### config.mk
export PLATFORM = sky130hd
export DESIGN_NAME = rbsi_merge
export DESIGN_NICKNAME = d
export VERILOG_FILES = /design/src/rbsi_pkg.sv /design/src/rbsi_merge.sv
export SDC_FILE = /design/constraint.sdc
export NUM_CORES = 2
export LEC_CHECK = 0
export BUFFER_PORTS_ARGS = -buffer_cell sky130_fd_sc_hd__buf_4
export CORE_ASPECT_RATIO = 0.75
export CORE_MARGIN = 2
export CORE_UTILIZATION = 53
export DETAILED_ROUTE_END_ITERATION = 12
export PLACE_DENSITY = 0.85
export SYNTH_ARGS = -nofsm -noshare
export SYNTH_HDL_FRONTEND = slang
export SYNTH_SLANG_ARGS = --single-unit
### constraint.sdc
create_clock -name clk_i -period 8 [get_ports clk_i]
set_clock_uncertainty 0.1 [all_clocks]
set_input_delay 0.4 -clock clk_i [delete_from_list [all_inputs] [get_ports clk_i]]
set_output_delay 0.4 -clock clk_i [all_outputs]
set_load 0.01 [all_outputs]
### src/rbsi_pkg.sv
// shared types and constants for the ray/box slab intersection pipeline
// no dependencies
`default_nettype none

package rbsi_pkg;

  localparam int unsigned AXES      = 3;
  localparam int unsigned DATA_W    = 32;
  localparam int unsigned CFG_IDX_W = 3;

  // configuration register indexes
  typedef enum logic [CFG_IDX_W-1:0] {
    REG_BOX_MIN_X = 3'd0,
    REG_BOX_MIN_Y = 3'd1,
    REG_BOX_MIN_Z = 3'd2,
    REG_BOX_MAX_X = 3'd3,
    REG_BOX_MAX_Y = 3'd4,
    REG_BOX_MAX_Z = 3'd5
  } cfg_reg_e;

  // per-axis side information that rides along with the quotients
  typedef struct packed {
    logic num_lo_neg;  // box_min - origin is negative
    logic num_hi_neg;  // box_max - origin is negative
    logic dir_neg;     // direction component is negative
    logic dir_zero;    // direction component is zero, axis is parallel
    logic par_miss;    // origin outside the slab on this axis
  } slab_flags_t;

endpackage

`default_nettype wire

### src/rbsi_merge.sv
// signs and orders the slab distances, merges the axes and forms the result
// three register stages; depends on rbsi_pkg
`default_nettype none

module rbsi_merge
  import rbsi_pkg::*;
#(
  parameter int unsigned FRAC_BITS = 16,
  parameter int unsigned NW        = 49
) (
  input  wire logic          clk_i,
  input  wire logic          rst_ni,
  input  wire logic          valid_i,
  input  wire logic [NW-1:0] quo_lo_i [AXES],
  input  wire logic [NW-1:0] quo_hi_i [AXES],
  input  wire slab_flags_t   flags_i  [AXES],
  output logic               done_o,
  output logic               hit_o,
  output logic [DATA_W-1:0]  distance_o
);

  localparam int unsigned TW = NW + 2;
  localparam logic signed [TW-1:0] NO_LIMIT = TW'(1) <<< NW;
  localparam logic signed [TW-1:0] SAT_MAX  = TW'(32'sh7FFF_FFFF);
  localparam logic signed [TW-1:0] SAT_MIN  = TW'(-32'sh7FFF_FFFF - 32'sd1);
  localparam logic [DATA_W-1:0]    MISS_DIST = ~((DATA_W'(1) << FRAC_BITS) - DATA_W'(1));

  // stage a: signed, ordered per-axis distances
  logic                 a_v_q;
  logic                 a_miss_d, a_miss_q;
  logic signed [TW-1:0] a_ent_d [AXES];
  logic signed [TW-1:0] a_ext_d [AXES];
  logic signed [TW-1:0] a_ent_q [AXES];
  logic signed [TW-1:0] a_ext_q [AXES];

  always_comb begin
    logic signed [TW-1:0] t1, t2, mag1, mag2;
    a_miss_d = 1'b0;
    for (int a = 0; a < AXES; a++) begin
      mag1 = $signed({2'b00, quo_lo_i[a]});
      mag2 = $signed({2'b00, quo_hi_i[a]});
      t1 = (flags_i[a].num_lo_neg ^ flags_i[a].dir_neg) ? -mag1 : mag1;
      t2 = (flags_i[a].num_hi_neg ^ flags_i[a].dir_neg) ? -mag2 : mag2;
      if (flags_i[a].dir_zero) begin
        a_ent_d[a] = -NO_LIMIT;
        a_ext_d[a] = NO_LIMIT;
        a_miss_d   = a_miss_d | flags_i[a].par_miss;
      end else if (t1 > t2) begin
        a_ent_d[a] = t2;
        a_ext_d[a] = t1;
      end else begin
        a_ent_d[a] = t1;
        a_ext_d[a] = t2;
      end
    end
  end

  // stage b: combine axes and pick the distance
  logic                 b_v_q;
  logic                 b_miss_d, b_miss_q;
  logic signed [TW-1:0] b_t_d, b_t_q;

  always_comb begin
    logic signed [TW-1:0] ent, ext;
    ent = a_ent_q[0];
    ext = a_ext_q[0];
    for (int a = 1; a < AXES; a++) begin
      if (a_ent_q[a] > ent) begin
        ent = a_ent_q[a];
      end
      if (a_ext_q[a] < ext) begin
        ext = a_ext_q[a];
      end
    end
    b_miss_d = a_miss_q || (ent > ext) || (ext < 0);
    b_t_d    = (ent > 0) ? ent : ext;
  end

  // stage c: saturate the distance, or give the miss distance, into the output register
  logic              c_v_q;
  logic              c_hit_d, c_hit_q;
  logic [DATA_W-1:0] c_dist_d, c_dist_q;

  always_comb begin
    c_hit_d = !b_miss_q;
    if (b_miss_q) begin
      c_dist_d = MISS_DIST;
    end else if (b_t_q > SAT_MAX) begin
      c_dist_d = SAT_MAX[DATA_W-1:0];
    end else if (b_t_q < SAT_MIN) begin
      c_dist_d = SAT_MIN[DATA_W-1:0];
    end else begin
      c_dist_d = b_t_q[DATA_W-1:0];
    end
  end

  always_ff @(posedge clk_i or negedge rst_ni) begin
    if (!rst_ni) begin
      a_v_q <= 1'b0;
      b_v_q <= 1'b0;
      c_v_q <= 1'b0;
    end else begin
      a_v_q <= valid_i;
      b_v_q <= a_v_q;
      c_v_q <= b_v_q;
    end
  end

  always_ff @(posedge clk_i) begin
    a_miss_q <= a_miss_d;
    for (int a = 0; a < AXES; a++) begin
      a_ent_q[a] <= a_ent_d[a];
      a_ext_q[a] <= a_ext_d[a];
    end
    b_miss_q <= b_miss_d;
    b_t_q    <= b_t_d;
    c_hit_q  <= c_hit_d;
    c_dist_q <= c_dist_d;
  end

  assign done_o     = c_v_q;
  assign hit_o      = c_hit_q;
  assign distance_o = c_dist_q;

endmodule

`default_nettype wire

== Word level (Yosys, flattened, before mapping) ==
Memory sizes are Yosys's and may differ from the RTL's.
Index checks and enable logic that the tools add are counted.
Operators by class
  add/sub/neg operators: 6
  order comparisons: 12
  multiplexer cells: 28
  bitwise operators: 8
  reduce and logical (&&, ||, !) cells: 4
Operators with widths (number)
  $mux W51: 23
  $gt A51 B51 Y1: 6
  $neg A49 Y51: 6
  $lt A51 B51 Y1: 2
  $mux W32: 2
  $gt A51 B1 Y1 const B: 1
  $gt A51 B32 Y1 const B: 1
  $lt A51 B1 Y1 const B: 1
  $lt A51 B32 Y1 const B: 1
  $xor A1 B1 Y1: 6
  $mux W1: 3
  $logic_or A1 B1 Y1: 2
  $or A1 B1 Y1: 2
  $reduce_or A2 Y1: 1
  $logic_not A1 Y1: 1
Word-level totals
  register bits after elaboration: 89
  bits in writable memories: 306
  bits of input ports: 312
  logic and storage cells: 69
  memories kept: 2
Memories
  a_ent_q: words 3, bits a word 51, rd ports 3, clocked after Yosys merged registers in 0, wr ports 3, RTL line rbsi_merge.sv:33  | logic signed [TW-1:0] a_ent_q [AXES];
  a_ext_q: words 3, bits a word 51, rd ports 3, clocked after Yosys merged registers in 0, wr ports 3, RTL line rbsi_merge.sv:34  | logic signed [TW-1:0] a_ext_q [AXES];

== Logic depth before layout (Yosys ltp) ==
  depth in word-level cells: 7
  depth in mapped cells: 43

== Least setup slack after synthesis ==
Ideal clock, no wire load.
  path type: register to register
  from: memory a_ent_q[0][9] (netlist bit)
  to: register b_miss_q
  library setup time: 0.132 ns
  data arrival time: 7.953 ns
  required time: 7.768 ns
  path slack: -0.184 ns
  stages on the path, launching flop included: 43
  path buffers: 6
  cells stage by stage: dfxtp_1 inv_1 ha_1 and4_1 and4bb_1 o21a_1 a2111o_1 nand4_1 a21o_1 nand2_1 clkbuf_1 clkbuf_1 clkbuf_1 a21oi_1 ha_1 nand4_1 nor4_2 nand3_1 (+7 left out) buf_6 nor2_2 buf_2 buf_2 a21oi_1 ha_1 nor2b_1 o21a_1 o21a_1 o21a_1 o21a_1 o21a_1 o21bai_1 a21o_1 a21oi_1 o31a_1 o21ai_0 nand3b_1
RTL lines
  start: declaration: RTL line rbsi_merge.sv:33
  end signal: assignment: RTL line rbsi_merge.sv:115  | b_miss_q <= b_miss_d;
  end: declaration: RTL line rbsi_merge.sv:60  | logic b_miss_d, b_miss_q;

==> metrics.sh <==
RUN_STATUS='finished with violations'
VIOLATIONS='negative setup slack'
PATH_CLK_SLEW_NS=0.08
REPORT.FINAL.SETUP_VIOL=1
SETUP.WORST_PATH.CLASS='register to register'
LAYOUT_WORST_PATH_CYCLE_SHARE=1.02
WORST_CASE_VDD_IR_DROP_uV=631
VIAS=34300
SYNTH_TOP_AREA_FRAC=0.236
SYNTH-MAIN-FF-CELL='dfxtp_1'
PERIOD_MINUS_SLACK_NS=8.16
POWER_SHARE_OF_THE_SEQUENTIAL_GROUP=0.160
DIE_AREA_UM2=64700
GRT_MAX_DEGREE=106
TIMING.HOLD.WORST.CLASS='input pin to register'
TIMING.CRITICAL_PATH.REQUIRED_NS=8.35
CP_COMMON_CELL='o21a_1'
PORTBUFFERS=345
DPL_CELL_AREA_UM2=38700
H_TREE_DEPTH=2
GRT_OVERFLOW_TOTAL=0
GRT_PASS1_VIAS=31400
GLOBAL_ROUTE_USAGE_OVER_ALL_LAYERS=0.367
CLK-INSERTION-DELAY-LATE_NS=0.56
DRT_WL_TOTAL_MM=124
CLOCK_TREE.BUFFER_DEPTH=3
TIMING_WORST_SLEW_PIN_VALUE_NS=1.18
MAX_FREQ_GHz=0.123
CELL_INTERNAL_PWR_mW=10.1
WORST_PATH_DOMINANT_CELL_FAMILY='compound AO/OA/AOI/OAI gates'
ANTENNA_VIOLATIONS_BEFORE_REPAIR=8
SYNTH_TOP_AREA_CELL='dfxtp_1'
DIE_H_UM=221
YOSYSWARNINGCOUNT=0
CTS_NUM_SINKS=395
COMB_POWER_SHARE=0.737
LAYOUT-DRIVE-GT1-SHARE=0.250
WORSTPATHMAXFANOUT=8
POWER.CLOCK.FRACTION=0.103
DIEWIDTH_UM=293
INITIAL_CORE_UTIL=0.536
DETAILEDROUTE.FIRSTITERATIONVIOLATIONS=4226
SLEW_VIOLATIONS=0
CORE_UM2=62000
IOS=346
GRT_UTIL_MET1=0.516
SYNTH_MOST_COMMON_CELL='nor2_1'
CP_DATA_ARRIVAL_TIME_NS=8.51
GRT_FIRST_PASS_WIRELENGTH_MM=184
POST_SYNTH_NUM_CELL_TYPES=79
NET_COUNT_AFTER_SYNTHESIS=4823
MOST_CONGESTED_LAYER_REPORTED_BY_GLOBAL_ROUTING='met2'
TIMING_HOLD_VIOLATIONS_FINAL=0
YOSYS_REGISTER_BITS=395
SYN-CELL-AREA_UM2=33200
SETUP_TOTAL_NEGATIVE_SLACK_NS=-0.160
WORST_SLEW_MARGIN_REL=0.191
ROWS=79
NUMBER_OF_FLOPS_MAPPED_TO_ENABLE_CELLS_BY_YOSYS=0
CTS_BUFFERS=39
GR-USAGE-MET3=0.0840
DRC_ERRORS=0
FINAL_AREA_UM2=41100
SYNTH_AREA_LEADERS='dfxtp_1 24%, ha_1 15%, mux2_2 8.5%, a21oi_1 6.4%, nor2_1 5.0%'
SYNTHESIS.INSTANCES=4101
PLACE_HPWL_MM=100
CELLLEAKAGEPOWER_nW=18.2
SETUP.WORST_PATH.END_CLASS='register'
P_R_AREA_GROWTH_VS_SYN_PCT=23.7
AVGSYNTHCELLAREA_UM2=8.10
NET_SWITCHING_SHARE_OF_THE_TOTAL_POWER=0.475
VIASPERCELL=6.24
MASTER_CELL_OF_THE_CLOCK_ROOT_BUFFER='clkbuf_16'
DETAIL_ROUTE.WL_PER_CELL_UM=22.6
HIGHEST_CELL_DELAY_ON_THE_WORST_TIMING_PATH_NS=0.55
CP_NUM_BUF_INV=4
DESIGN_POWER_TOTAL_mW=19.1
MAXCAPVIOLATIONS=0
DETAIL-ROUTE-ANTENNA-NETS=0
PORTION_OF_THE_POST_SYNTHESIS_AREA_USED_BY_SEQUENTIAL_ELEMENTS=0.239
TIMING.CRITICAL_PATH.SLOWEST_STAGE_CELL='or4_4'
NETSWITCHINGPOWER_mW=9.09
SETUP_REPAIR_AFTER_GLOBAL_ROUTING_MISSED_ITS_MARGIN='true'
TRITONCTS='yes'
POST_SYNTH_MOST_FREQUENT_CELLS='442 x nor2_1, 426 x a21oi_1, 410 x ha_1'
GR-USAGE-MET2=0.553
FINALNETCOUNT=5376
SETUP.WORST_PATH.START_CLASS='register'
POWER_PER_CELL_AREA_nW_PER_UM2=466
POSTSYNTH.ASYNCRESETSHARE=0.00759
FINAL.SETUP.WORST_SLACK_NS=-0.160
NUMBER_OF_ITERATIONS_IN_THE_FIRST_DETAILED_ROUTING_PASS=7
GP_ROUTABILITY_CONGESTION=1.04
-- cell families (layout without fill, tap and decap cells) --
group	Yosys count	count (layout)	synth area share
AND/OR/NAND/NOR	1353	1353	0.204
AO/OA/AOI/OAI	1022	1022	0.192
adder cells (fa/ha/maj)	410	410	0.154
flip-flops	395	395	0.239
buffers and inverters	351	933	0.0408
XOR/XNOR	296	296	0.0781
multiplexers	274	274	0.0921
other	0	2	0
-- worst paths after layout --
check                          startpoint         endpoint  slack [ns]  depth (start not counted)
setup reg to reg           a_ent_q[0][36]         b_miss_q       -0.16                         38
max in group asynchronous          rst_ni           done_o        7.64                          2
setup / recovery           a_ent_q[0][36]         b_miss_q       -0.16                         38
hold reg to reg                     b_v_q           done_o        0.26                          0
min in group asynchronous          rst_ni            a_v_q        0.07                          2
hold / removal                quo_lo_i[0]  a_ext_q[0][102]        0.05                          3
-- sequential cells by signal, indices dropped and copies added (netlist names) --
register	flops
b_t_q	51
b_v_q	1
hit_o	1
a_ent_q	153
a_ext_q	153
distance_o	32
b_miss_q	1
done_o	1
a_miss_q	1
a_v_q	1
-- timing repair --
item	4_1_cts	5_1_grt
gates resized for setup	41	112
cloned	2	0
hold buffers	4	0
pin swaps	30	60
endpoints found under the hold margin	5	0
buffers inserted	20	18
setup endpoints to repair	1	3
-- metal layers --
| layer | vias to the layer above | share of wire |
|---|---|---|
| met4 | 4 | 0.034 |
| met5 | - | 0.00022 |
| li1 | 16100 | - |
| met3 | 265 | 0.11 |
| met2 | 1893 | 0.42 |
| met1 | 16000 | 0.43 |
-- placed cells by master, fill, tap and decap left out, types with 9 or more instances in the layout --
master,synthesis,layout
buf_4,0,680
nor2_1,442,426
a21oi_1,426,398
ha_1,410,396
dfxtp_1,392,372
mux2_2,251,251
nand2_1,231,229
xor2_1,182,179
o21ai_0,164,158
nor2b_1,155,154
inv_1,152,143
a21o_1,143,142
xnor2_1,114,109
nand4_1,107,107
nor3_1,107,105
nor4_1,79,75
or4_1,70,69
o211ai_1,53,53
o311ai_1,49,49
clkbuf_16,0,41
nand3_1,39,37
o31ai_1,33,33
nand2b_1,29,29
a211oi_1,31,28
a21oi_2,1,25
o21a_1,22,22
or3_1,22,21
mux2i_1,23,21
o41ai_1,18,17
dfxtp_2,0,16
and3_1,13,13
ha_4,0,13
a31oi_1,12,12
a2111oi_0,18,12
or2_2,11,11
nor2_2,1,11
buf_12,0,10
inv_2,0,9
-- worst reg2reg max path: cells and delay by family (launching register included) --
| family | cells | cell delay [ns] |
|---|---|---|
| DFF | 1 | 0.45 |
| adders and majority gates | 3 | 0.89 |
| and+or+nand+nor | 10 | 1.86 |
| buffers and inverters | 4 | 0.81 |
| AOI/OAI and AO/OA | 21 | 3.97 |
-- through the flow --
stage / hold WS (ns) / util / setup WS [ns] / cells
floorplan: 0.00441 / - / 0.0406 / 4101
global placement: 0.0889 / 0.624 / -0.260 / 5378
detailed placement: 0.0932 / 0.625 / -0.329 / 5380
CTS: 0.0346 / 0.653 / 0.00283 / 5476
global route: 0.0536 / 0.663 / -0.358 / 5493
finish: 0.0457 / 0.663 / -0.160 / 5495
-- cell type report --
type | count | area (um^2)
clock inverter | 18 | 226
clock buffer | 52 | 1130
fill | 5051 | 20900
antenna | 2 | 5.00
inverter | 153 | 574
timing repair buffer | 710 | 5570
tap | 810 | 1010
multi-input combinational | 3355 | 24600
sequential | 395 | 7960
-- power by group through the flow --
stage | registers (mW) | clock network [mW] | logic, mW
4_1_cts | 3.02 | 1.96 | 13.1
6_report | 3.06 | 1.97 | 14.1
3_3_place_gp | 3.05 | 0 | 12.6
3_5_place_dp | 3.05 | 0 | 12.8
2_1_floorplan | 2.81 | 0 | 7.79
5_1_grt | 3.08 | 2.04 | 15.3
(Power assumes the default switching activity.)
