File: config.mk
export PLATFORM = sky130hd
export DESIGN_NAME = rbsi_slab_prep
export DESIGN_NICKNAME = d
export VERILOG_FILES = /design/src/rbsi_pkg.sv /design/src/rbsi_slab_prep.sv
export SDC_FILE = /design/constraint.sdc
export NUM_CORES = 1
export LEC_CHECK = 0
export ABC_AREA = 1
export CORE_MARGIN = 1
export CORE_UTILIZATION = 35
export DETAILED_ROUTE_END_ITERATION = 8
export DONT_BUFFER_PORTS = 1
export HOLD_SLACK_MARGIN = 0.02
export PLACE_DENSITY = 0.5
export SLEW_MARGIN = 15
export SYNTH_ARGS = -nofsm -noshare
export SYNTH_HDL_FRONTEND = slang
export SYNTH_SLANG_ARGS = --single-unit
File: constraint.sdc
create_clock -name clk_i -period 0.8 [get_ports clk_i]
set_input_delay 0.2 -clock clk_i [delete_from_list [all_inputs] [get_ports clk_i]]
set_output_delay 0.2 -clock clk_i [all_outputs]
set_load 0.05 [all_outputs]
File: src/rbsi_pkg.sv
// shared types and constants for the ray/box slab intersection pipeline
// no dependencies
`default_nettype none

package rbsi_pkg;

  localparam int unsigned AXES      = 3;
  localparam int unsigned DATA_W    = 32;
  localparam int unsigned CFG_IDX_W = 3;

  // configuration register indexes
  typedef enum logic [CFG_IDX_W-1:0] {
    REG_BOX_MIN_X = 3'd0,
    REG_BOX_MIN_Y = 3'd1,
    REG_BOX_MIN_Z = 3'd2,
    REG_BOX_MAX_X = 3'd3,
    REG_BOX_MAX_Y = 3'd4,
    REG_BOX_MAX_Z = 3'd5
  } cfg_reg_e;

  // per-axis side information that rides along with the quotients
  typedef struct packed {
    logic num_lo_neg;  // box_min - origin is negative
    logic num_hi_neg;  // box_max - origin is negative
    logic dir_neg;     // direction component is negative
    logic dir_zero;    // direction component is zero, axis is parallel
    logic par_miss;    // origin outside the slab on this axis
  } slab_flags_t;

endpackage

`default_nettype wire

File: src/rbsi_slab_prep.sv
// input stage for one axis: bound differences, magnitudes and flags
// depends on rbsi_pkg
`default_nettype none

module rbsi_slab_prep
  import rbsi_pkg::*;
(
  input  wire logic                     clk_i,
  input  wire logic                     rst_ni,
  input  wire logic                     valid_i,
  input  wire logic signed [DATA_W-1:0] origin_i,
  input  wire logic signed [DATA_W-1:0] dir_i,
  input  wire logic signed [DATA_W-1:0] lo_i,
  input  wire logic signed [DATA_W-1:0] hi_i,
  output logic                          valid_o,
  output logic [DATA_W:0]               num_lo_o,
  output logic [DATA_W:0]               num_hi_o,
  output logic [DATA_W-1:0]             den_o,
  output slab_flags_t                   flags_o
);

  logic signed [DATA_W:0] diff_lo, diff_hi;
  logic                   valid_q;
  logic [DATA_W:0]        num_lo_d, num_hi_d, num_lo_q, num_hi_q;
  logic [DATA_W-1:0]      den_d, den_q;
  slab_flags_t            flags_d, flags_q;

  always_comb begin
    diff_lo = $signed({lo_i[DATA_W-1], lo_i}) - $signed({origin_i[DATA_W-1], origin_i});
    diff_hi = $signed({hi_i[DATA_W-1], hi_i}) - $signed({origin_i[DATA_W-1], origin_i});
    num_lo_d = diff_lo[DATA_W] ? (~diff_lo + 1'b1) : diff_lo;
    num_hi_d = diff_hi[DATA_W] ? (~diff_hi + 1'b1) : diff_hi;
    den_d    = dir_i[DATA_W-1] ? (~dir_i + 1'b1) : dir_i;
    flags_d.num_lo_neg = diff_lo[DATA_W];
    flags_d.num_hi_neg = diff_hi[DATA_W];
    flags_d.dir_neg    = dir_i[DATA_W-1];
    flags_d.dir_zero   = (dir_i == '0);
    flags_d.par_miss   = (origin_i < lo_i) || (origin_i > hi_i);
  end

  always_ff @(posedge clk_i or negedge rst_ni) begin
    if (!rst_ni) begin
      valid_q <= 1'b0;
    end else begin
      valid_q <= valid_i;
    end
  end

  always_ff @(posedge clk_i) begin
    num_lo_q <= num_lo_d;
    num_hi_q <= num_hi_d;
    den_q    <= den_d;
    flags_q  <= flags_d;
  end

  assign valid_o  = valid_q;
  assign num_lo_o = num_lo_q;
  assign num_hi_o = num_hi_q;
  assign den_o    = den_q;
  assign flags_o  = flags_q;

endmodule

`default_nettype wire

# Word-level counts from Yosys, hierarchy flattened
# Index checks and enable logic that the tools add are counted.
[totals]
out_inout_bits = 104
regBits = 104
[classes]
order_cmp = 2
muxes = 3
n_reduce_logical = 2
addsub = 5
bitwise_logic = 3
[ops]
columns = ["op", "n"]
rows = [
  ["adder 33 x 1 -> 33 bit (second input constant)", 2],
  ["inverter 33 bit", 2],
  ["subtractor 32 x 32 -> 33 bit", 2],
  ["two-way mux 32 bit", 2],
  ["adder 32 x 1 -> 32 bit (second input constant)", 1],
  ["> comparator 32 bit", 1],
  ["zero test 32 bit", 1],
  ["less-than comparator 32 bit", 1],
  ["inverter 32 bit", 1],
  ["two-way mux 31 bit", 1],
  ["logical OR 1 bit", 1],
]

# Logic depth before layout (Yosys ltp)
# Gate-level depths: netlist (run 1).
[logic_depth]
word_depth = 4
ltp_mapped = 22
ltp_nobuf = 21

# Worst setup path after synthesis (run 1)
# No wires, ideal clock.
[synth_path]
kind = "in2reg"
start = "input hi_i[0]"
end = "register num_hi_q[26] (netlist: num_hi_o[26])"
stages = 19
required_ns = 0.691
path_buffers = 0
setup_time_ns = 0.109
path_slack_ns = -1.467
arrival_ns = 2.158
cell_sequence = "inv_1 ha_1 fa_1 inv_1 nand2_1 nand2_1 nand3_2 nand2_2 nand2_1 nand3_1 nand2_1 nor2_1 nand3_1 nor2_2 nand2_1 nand2_2 nand3_1 nand2_1 inv_1"
[synth_between]
elab_chain_len = 4
[synth_rtl]
columns = ["element", "line_no", "rtl"]
rows = [
  ["from (decl)", "rbsi_slab_prep.sv:14", "input wire logic signed [DATA_W-1:0] hi_i,"],
  ["subtractor 32 x 32 -> 33 bit (*)", "rbsi_slab_prep.sv:30", "diff_hi = $signed({hi_i[DATA_W-1], hi_i}) - $signed({origin_i[DATA_W-1], origin_i});"],
  ["inverter 33 bit", "rbsi_slab_prep.sv:32", "num_hi_d = diff_hi[DATA_W] ? (~diff_hi + 1'b1) : diff_hi;"],
  ["adder 33 x 1 -> 33 bit", "rbsi_slab_prep.sv:32", ""],
  ["two-way mux 32 bit (*)", "rbsi_slab_prep.sv:32", ""],
  ["net num_hi_d[26]", "rbsi_slab_prep.sv:24", "logic [DATA_W:0] num_lo_d, num_hi_d, num_lo_q, num_hi_q;"],
  ["to (signal assigned)", "rbsi_slab_prep.sv:51", "num_hi_q <= num_hi_d;"],
  ["to (decl)", "rbsi_slab_prep.sv:24", ""],
]
# Mark *: on every way through the listed nets, which the timed path passes. The rest lies on a longest branch.
# A chain may end at the register's enable or synchronous reset.

# Worst setup path after layout (run 1)
[layout_path]
start = "input hi_i[0]"
end = "register num_hi_q[32] (netlist: num_hi_o[32])"
[layout_between]
elab_chain_len = 3
[layout_rtl]
columns = ["element", "line_no"]
rows = [
  ["subtractor 32 x 32 -> 33 bit (*)", "rbsi_slab_prep.sv:30"],
  ["inverter 33 bit", "rbsi_slab_prep.sv:32"],
  ["adder 33 x 1 -> 33 bit", "rbsi_slab_prep.sv:32"],
]
# Every way passes the cells marked *; elsewhere a longest branch is shown, timed or not.

==> results by group, run 1 <==
Status
  – Outcome: finished, violations left
  – Violated checks: negative setup slack

Pwr
  – Tot Pwr: 34400 µW
  – LEAKAGE: about 0.0095 µW
  – P per Cell Area: 1830 mW/mm²
  – Peak VDD IR: 0.00141 V

CTS
  – Hold buffers post-CTS: 29
  – Clk sinks: 104
  – CTS tree: built
  – H-Tree Depth: 3
  – Root Buffer Master: clkbuf_16
  – Clk buf depth: 2
  – Num CTS Buffers: 9
  – CTS clk-pin slew, worst paths: 0.08 ns

Logic synthesis
  – Synth top area cells: nand2_1 (25%), dfxtp_1 (20%), inv_1 (13%), ha_1 (8.4%), nand3_1 (6.6%)
  – Ys Warns: 0
  – Synth cell types: 40
  – Gate count after technology mapping: between 1500 and 2000
  – Syn Area/Cell: 5.65 µm²
  – Seq/Total Area, Yosys: 0.202
  – Largest area contributor in the netlist: nand2_1
  – Synthesized area: 0.0103 mm²
  – Share of the synthesized area in the top cell type: 0.251
  – Syn_nets: 2029
  – #FFs+latches synth: 104

STA
  – Period utilisation layout: 2.60
  – Max-slew headroom: 0.644
  – Worst setup margin: -1.28 ns
  – Final Hold Fails: 0
  – RSZ-0062 raised after global routing: true
  – Tmin final: about 2.1 ns
  – Count of pins over their slew limit: 0
  – Final Setup Violations: roughly 200
  – Slew @ Worst Pin: around 0.53 ns
  – Fmax: 0.481 GHz
  – Worst hold margin: 0.0116 ns

Cells and area
  – Nets: 2532
  – Post-Layout Cell Count: 2719
  – Area Overhead vs Synth: 82.5%
  – Cell area after layout: around 0.019 mm²
  – Layout cells sized above 1: 0.461
  – Diode count: 0

Critical path
  – Worst Setup SP: hi_i[0]
  – Max stage delay cell, worst path: fa_2
  – Worst Path Max Fanout: 3
  – Worst path required time: 1.09 ns
  – Delay of the slowest critical-path stage: 0.56 ns
  – Delay-heaviest family, CP: simple AND/OR/NAND/NOR gates
  – WS Path Type: in -> reg
  – CP cell instances: inv_12, ha_4, fa_2, ha_4, inv_2, nor2_2, nand3_1, nor2_2, nand2_2, nor2_4, nand3_2, nor2_4, buf_4, nand4_1, nor3_2
  – CP Data Arrival Time: 2.37 ns
  – Path length in cells of the critical path: 15
  – CP endpoint: num_hi_o[32]$_SDFF_PP0_
  – Crit path launch type: input port
  – Buffers plus inverters on the worst setup path: 3
  – CP endpoint kind: register

Place
  – Inst Count DP: 2623
  – GPL Wtd Cong: 0.964
  – Post-DP HPWL: 32.3 mm
  – Placed cell area: 0.0158 mm²
  – Port Buffers: 0

Floorplanning
  – Cell Rows: 62
  – Core area: 0.0289 mm²
  – Initial Util: 0.358
  – # IOs: 235
  – Die area: 0.0302 mm²
  – Die span in y: approximately 170 µm
  – Die width: between 150 and 200 µm

Routing
  – Iteration count of the initial detailed-routing pass: 7
  – Drt wl/cell: 14.7 µm
  – Vias per inst: 4.67
  – Routed Antenna Nets: 0
  – Routed wire length: 40.1 mm
  – Initial drt markers: about 530
  – DR vias: 12697
  – # DRC: 0

Global routing
  – Vias in the first global route: ~12000
  – Remaining global-route overflow: 0
  – First-pass GRT wire length: between 50 and 60 mm
  – Gr usage total: 0.250
  – Initial antenna violation count: 0
  – Largest net degree at the start of global routing: 19

Hold path
  – Hold Crit Depth: 3
  – Hold Crit Class: in -> reg

Flow run
  – MaxCap Viol Count: 0
per-stage QoR:
step	utilization	setup TNS, ns	setup WS, ns
after global placement	0.546	-129.46	-1.73
after CTS	0.591	-115.81	-1.24
after detailed placement	0.546	-130.60	-1.75
after floorplan	-	-97.47	-1.41
final	0.653	-114.01	-1.28
after global routing	0.653	-127.11	-1.43
worst min-delay path, delay by kind of cell:
| kind | cells | cell delay (ns) |
|---|---|---|
| AND/OR/NAND/NOR | 3 | 0.15 |
report_power, final:
part / internal (µW) / switching (µW)
registers: 6630 / 1020
clock network: 2160 / 2260
logic: 10500 / 11900
total: 19300 / 15200
layout by cell type, fill, tap and decap left out, drive strengths merged, types with 26 or more instances in the layout:
master       Yosys  routed
nand3          143     143
xor2            44      44
ha              69      69
inv            358     338
xnor2           28      28
dfxtp          103     103
nand2          716     716
nand4           28      28
nor2           180     180
o21ai           26      26
a21oi           55      55
dlygate4sd3      0      28
buf             10     476
layer usage:
| metal | vias up | share of wire | wire length (µm) | global-route usage |
|---|---|---|---|---|
| met2 | 324 | 0.47 | 18900 | 0.423 |
| met4 | 0 | 0.015 | 593 | 0.0537 |
| met3 | 31 | 0.058 | 2310 | 0.0482 |
| met5 | - | 0 | 0 | 0 |
| met1 | 5749 | 0.46 | 18200 | 0.328 |
| li1 | 6593 | - | - | - |
Yosys cell counts:
cell,n
nand2_1,690
inv_1,351
nor2_1,163
nand3_1,137
dfxtp_1,103
ha_1,69
a21oi_1,51
xor2_1,44
nand4_1,28
xnor2_1,27
nand2_2,24
o21ai_0,18
nor3_1,16
nand3b_1,15
nor2_2,15
inv_2,7
o21bai_1,7
nand3_2,6
o21ai_1,6
a21oi_2,4
a31oi_1,4
buf_6,4
nor3_2,4
and2_1,3
buf_4,3
clkbuf_1,3
nor4_1,3
o31ai_1,3
a21o_1,2
buf_2,2
fa_1,2
nand2_4,2
nor2_4,2
o211ai_1,2
o21ai_2,2
buf_1,1
dfrtp_1,1
nor4_2,1
or2_2,1
xnor2_2,1
registers in the layout, summed over array words and instances (netlist names):
name / flops
num_hi_o: 33
num_lo_o: 33
den_o: 32
flags_o: 5
valid_o: 1
timing repair:
item | CTS | global route
hold endpoints to repair | 33 | 1
pin swaps | 37 | 131
buffers inserted | 15 | 39
setup endpoints to repair | 194 | 201
resized for setup | 163 | 399
cells by family after synthesis:
logic type      Yosys count  synth area share
compound gates           99            0.0541
xor+xnor                 72            0.0618
flops                   104             0.202
buf+inv                 371             0.139
fa+ha+maj                71            0.0875
simple gates           1110             0.455
how the worst min path moves through the flow:
stage	slack, ns	startpoint	end
floorplan	-0.1	rst_ni	valid_o$_DFF_PN0_
global placement	-0.1	rst_ni	valid_o$_DFF_PN0_
detailed placement	-0.1	rst_ni	valid_o$_DFF_PN0_
CTS	0.005	dir_i[27]	den_o[31]$_SDFF_PN0_
global route	0.003	dir_i[27]	den_o[31]$_SDFF_PN0_
finish	0.01	dir_i[27]	den_o[31]$_SDFF_PN0_
cell type report:
class                   instances  area, µm²
multi-input cells            1352       9140
clock buffers                  10        229
flip-flops and latches        104       2160
repair buffers                505       5250
inverters                     358       1540
well taps                     384        480
clock inverters                 6       50.0
fillers                      2610      10000
(Power assumes the default switching activity.)
==> run 2, diff against run 1 <==
--- a/config.mk
+++ b/config.mk
@@ -11,7 +11,7 @@
 export DETAILED_ROUTE_END_ITERATION = 8
 export DONT_BUFFER_PORTS = 1
 export HOLD_SLACK_MARGIN = 0.02
-export PLACE_DENSITY = 0.5
+export PLACE_DENSITY = 0.55
 export SLEW_MARGIN = 15
 export SYNTH_ARGS = -nofsm -noshare
 export SYNTH_HDL_FRONTEND = slang
==> run 2 against run 1 <==
Against the previous run:
- the flow finishes with violations (negative hold slack, negative setup slack)
- utilization up 2.0 points
- sequential share of layout area is 0.060 points lower
- maximum frequency decreased by 4.1%
- critical path type unchanged
- largest cell class unchanged
==> results by group, run 2 (synthesis gave the netlist of run 1 again) <==
Status
  – Outcome: finished, violations left
  – Violated checks: negative hold slack, negative setup slack

Global routing
  – Largest net degree at the start of global routing: 24 (+5)
  – Remaining global-route overflow: 0 (unchanged)
  – Gr usage total: 0.269 (+0.0184)
  – Vias in the first global route: 12689 (+7.4%)
  – First-pass GRT wire length: 64.6 mm (+7.9%)
  – Initial antenna violation count: 1 (+1)

Pwr
  – LEAKAGE: 0.00986 µW (+3.7%)
  – Tot Pwr: 35400 µW (+2.9%)
  – P per Cell Area: 1820 mW/mm² (-0.13%)
  – Peak VDD IR: 0.00120 V (-15%)

Floorplanning
  – Core area: 0.0289 mm² (unchanged)
  – # IOs: 235 (unchanged)
  – Die width: 174 µm (unchanged)
  – Initial Util: 0.358 (unchanged)
  – Cell Rows: 62 (unchanged)
  – Die span in y: 174 µm (unchanged)
  – Die area: 0.0302 mm² (unchanged)

Routing
  – Drt wl/cell: 15.6 µm (+6.0%)
  – Iteration count of the initial detailed-routing pass: 5 (-2)
  – Vias per inst: 4.76 (+1.9%)
  – Initial drt markers: 831 (+57%)
  – Routed wire length: 43.1 mm (+7.7%)
  – DR vias: 13146 (+3.5%)
  – # DRC: 0 (unchanged)
  – Routed Antenna Nets: 0 (unchanged)

STA
  – Period utilisation layout: 2.71 (+0.111)
  – Tmin final: 2.17 ns (+0.0891 ns)
  – Fmax: 0.461 GHz (-4.1%)
  – Count of pins over their slew limit: 0 (unchanged)
  – RSZ-0062 raised after global routing: true
  – Worst hold margin: -0.150 ns (-0.162 ns)
  – Final Setup Violations: 197 (+0.51%)
  – Final Hold Fails: 13 (+13)
  – Worst setup margin: -1.37 ns (-0.0891 ns)
  – Max-slew headroom: 0.598 (-0.0458)
  – Slew @ Worst Pin: 0.602 ns (+0.0686 ns)

Cells and area
  – Post-Route Utilization: 0.673 (+0.0198)
  – Most common cell after layout, fill and taps aside: nand2_1
  – Area Overhead vs Synth: 88.0%
  – Filler Cell Count: 2512 (-3.8%)
  – Commonest non-fill, non-tap cells in the layout: nand2_1 (540), buf_4 (375), inv_1 (305)
  – Layout cells sized above 1: 0.475 (+0.0135)
  – Area of the multi-input gates: 0.00918 mm² (+0.47%)
  – Nets: 2575 (+1.7%)
  – Seq. cell area: 0.00222 mm² (+2.5%)

CTS
  – Clk sinks: 104 (unchanged)
  – H-Tree Depth: 3 (unchanged)
  – Hold buffers post-CTS: 29 (unchanged)
  – Root Buffer Master: clkbuf_16
  – CTS clk-pin slew, worst paths: 0.08 ns (about the same)
  – Clk buf depth: 2 (unchanged)
  – Num CTS Buffers: 9 (unchanged)
  – CTS tree: built

Critical path
  – CP Data Arrival Time: 2.43 ns (+0.06 ns)
  – CP endpoint kind: register
  – WS Path Type: in -> reg
  – Worst Setup SP: hi_i[0]
  – Worst Path Max Fanout: 3 (unchanged)
  – Crit path launch type: input port
  – Worst path required time: 1.07 ns (-0.02 ns)

Hold path
  – WHS Endpoint: flags_o[2]$_DFF_P_
  – Hold Crit Depth: 0 (-3)
  – Hold Crit Class: in -> reg
  – Hold Path Origin: dir_i[31]

Place
  – Port Buffers: 0 (unchanged)
  – Post-Place Worst Slack: -1.78 ns (-0.0274 ns)
  – Post-DP HPWL: 33.2 mm (+2.7%)
  – GPL Wtd Cong: 0.931 (-3.4%)

Flow run
  – MaxCap Viol Count: 0 (unchanged)
## run 2: cell types whose count changed in the layout (fill, tap and decap cells not counted), sizes merged
cell,previous run,this run
nand2,716,719
buf,476,515
clkbuf,11,10
clkinvlp,23,19
inv,338,336
dlymetal6s4s,0,1
diode,0,1
clkinv,3,10
## run 2: repair_timing
action	in CTS	in global routing
setup buffers	36	35
pin swaps	68	131
endpoints found under the hold margin	36	20
gates resized for setup	303	311
endpoints found under the setup margin	194	198
gates cloned	2	3
## run 2: worst max-delay path, cell delays in order
cell and delay [ns]:
inv_8 0.01, ha_4 0.15, fa_2 0.41, inv_2 0.09
buf_4 0.10, buf_4 0.09, nand3_1 0.09, nand3_2 0.14
nand2_1 0.11, nand2_1 0.09, nand2_1 0.06, nand2_2 0.08
nand2_1 0.12, nor2_2 0.14, nand3_1 0.11, nand2_2 0.17
xor2_2 0.21, inv_1 0.05
## run 2: final cells by class
type	count	area share
inverter	358	0.0804
tap	384	0.0248
sequential	104	0.114
multi-input combinational	1355	0.473
timing repair buffer	545	0.292
clock inverter	7	0.00445
clock buffer	9	0.0116
antenna	1	0.000129
## run 2: routing by layer
metal  track usage  up-vias  wire length, µm  share of wire
met2         0.439      398            20300           0.47
met5             0        -                0              0
li1              -     6687                -              -
met3        0.0647       48             3070          0.071
met1         0.353     6013            19000           0.44
met4        0.0676        0              774          0.018
## run 2: how the worst max path moves through the flow
| stage | depth (start not counted) | to |
|---|---|---|
| after floorplan | 17 | num_hi_o[26]$_DFF_P_ |
| after global placement | 18 | num_lo_o[30]$_DFF_P_ |
| after detailed placement | 18 | num_lo_o[30]$_DFF_P_ |
| after CTS | 19 | num_lo_o[29]$_DFF_P_ |
| after global routing | 17 | num_lo_o[32]$_SDFF_PN0_ |
| final | 18 | num_hi_o[20]$_DFF_P_ |
## run 2: per-stage QoR
step,hold WS [ns],cells,TNS [ns],area [µm²]
4_1_cts,-0.161,2737,-113.86,17900
2_1_floorplan,-0.0956,1827,-97.47,10900
6_report,-0.150,2763,-119.31,19400
5_1_grt,-0.166,2763,-130.20,19400
3_5_place_dp,-0.0955,2658,-129.32,16000
3_3_place_gp,-0.0956,2658,-126.04,16000
## run 2: power by group
group / total, µW / internal (µW) / switching (µW)
sequential: 7810 / 6750 / 1060
clock: 4670 / 2240 / 2440
combinational: 22900 / 10800 / 12100
total: 35400 / 19800 / 15600
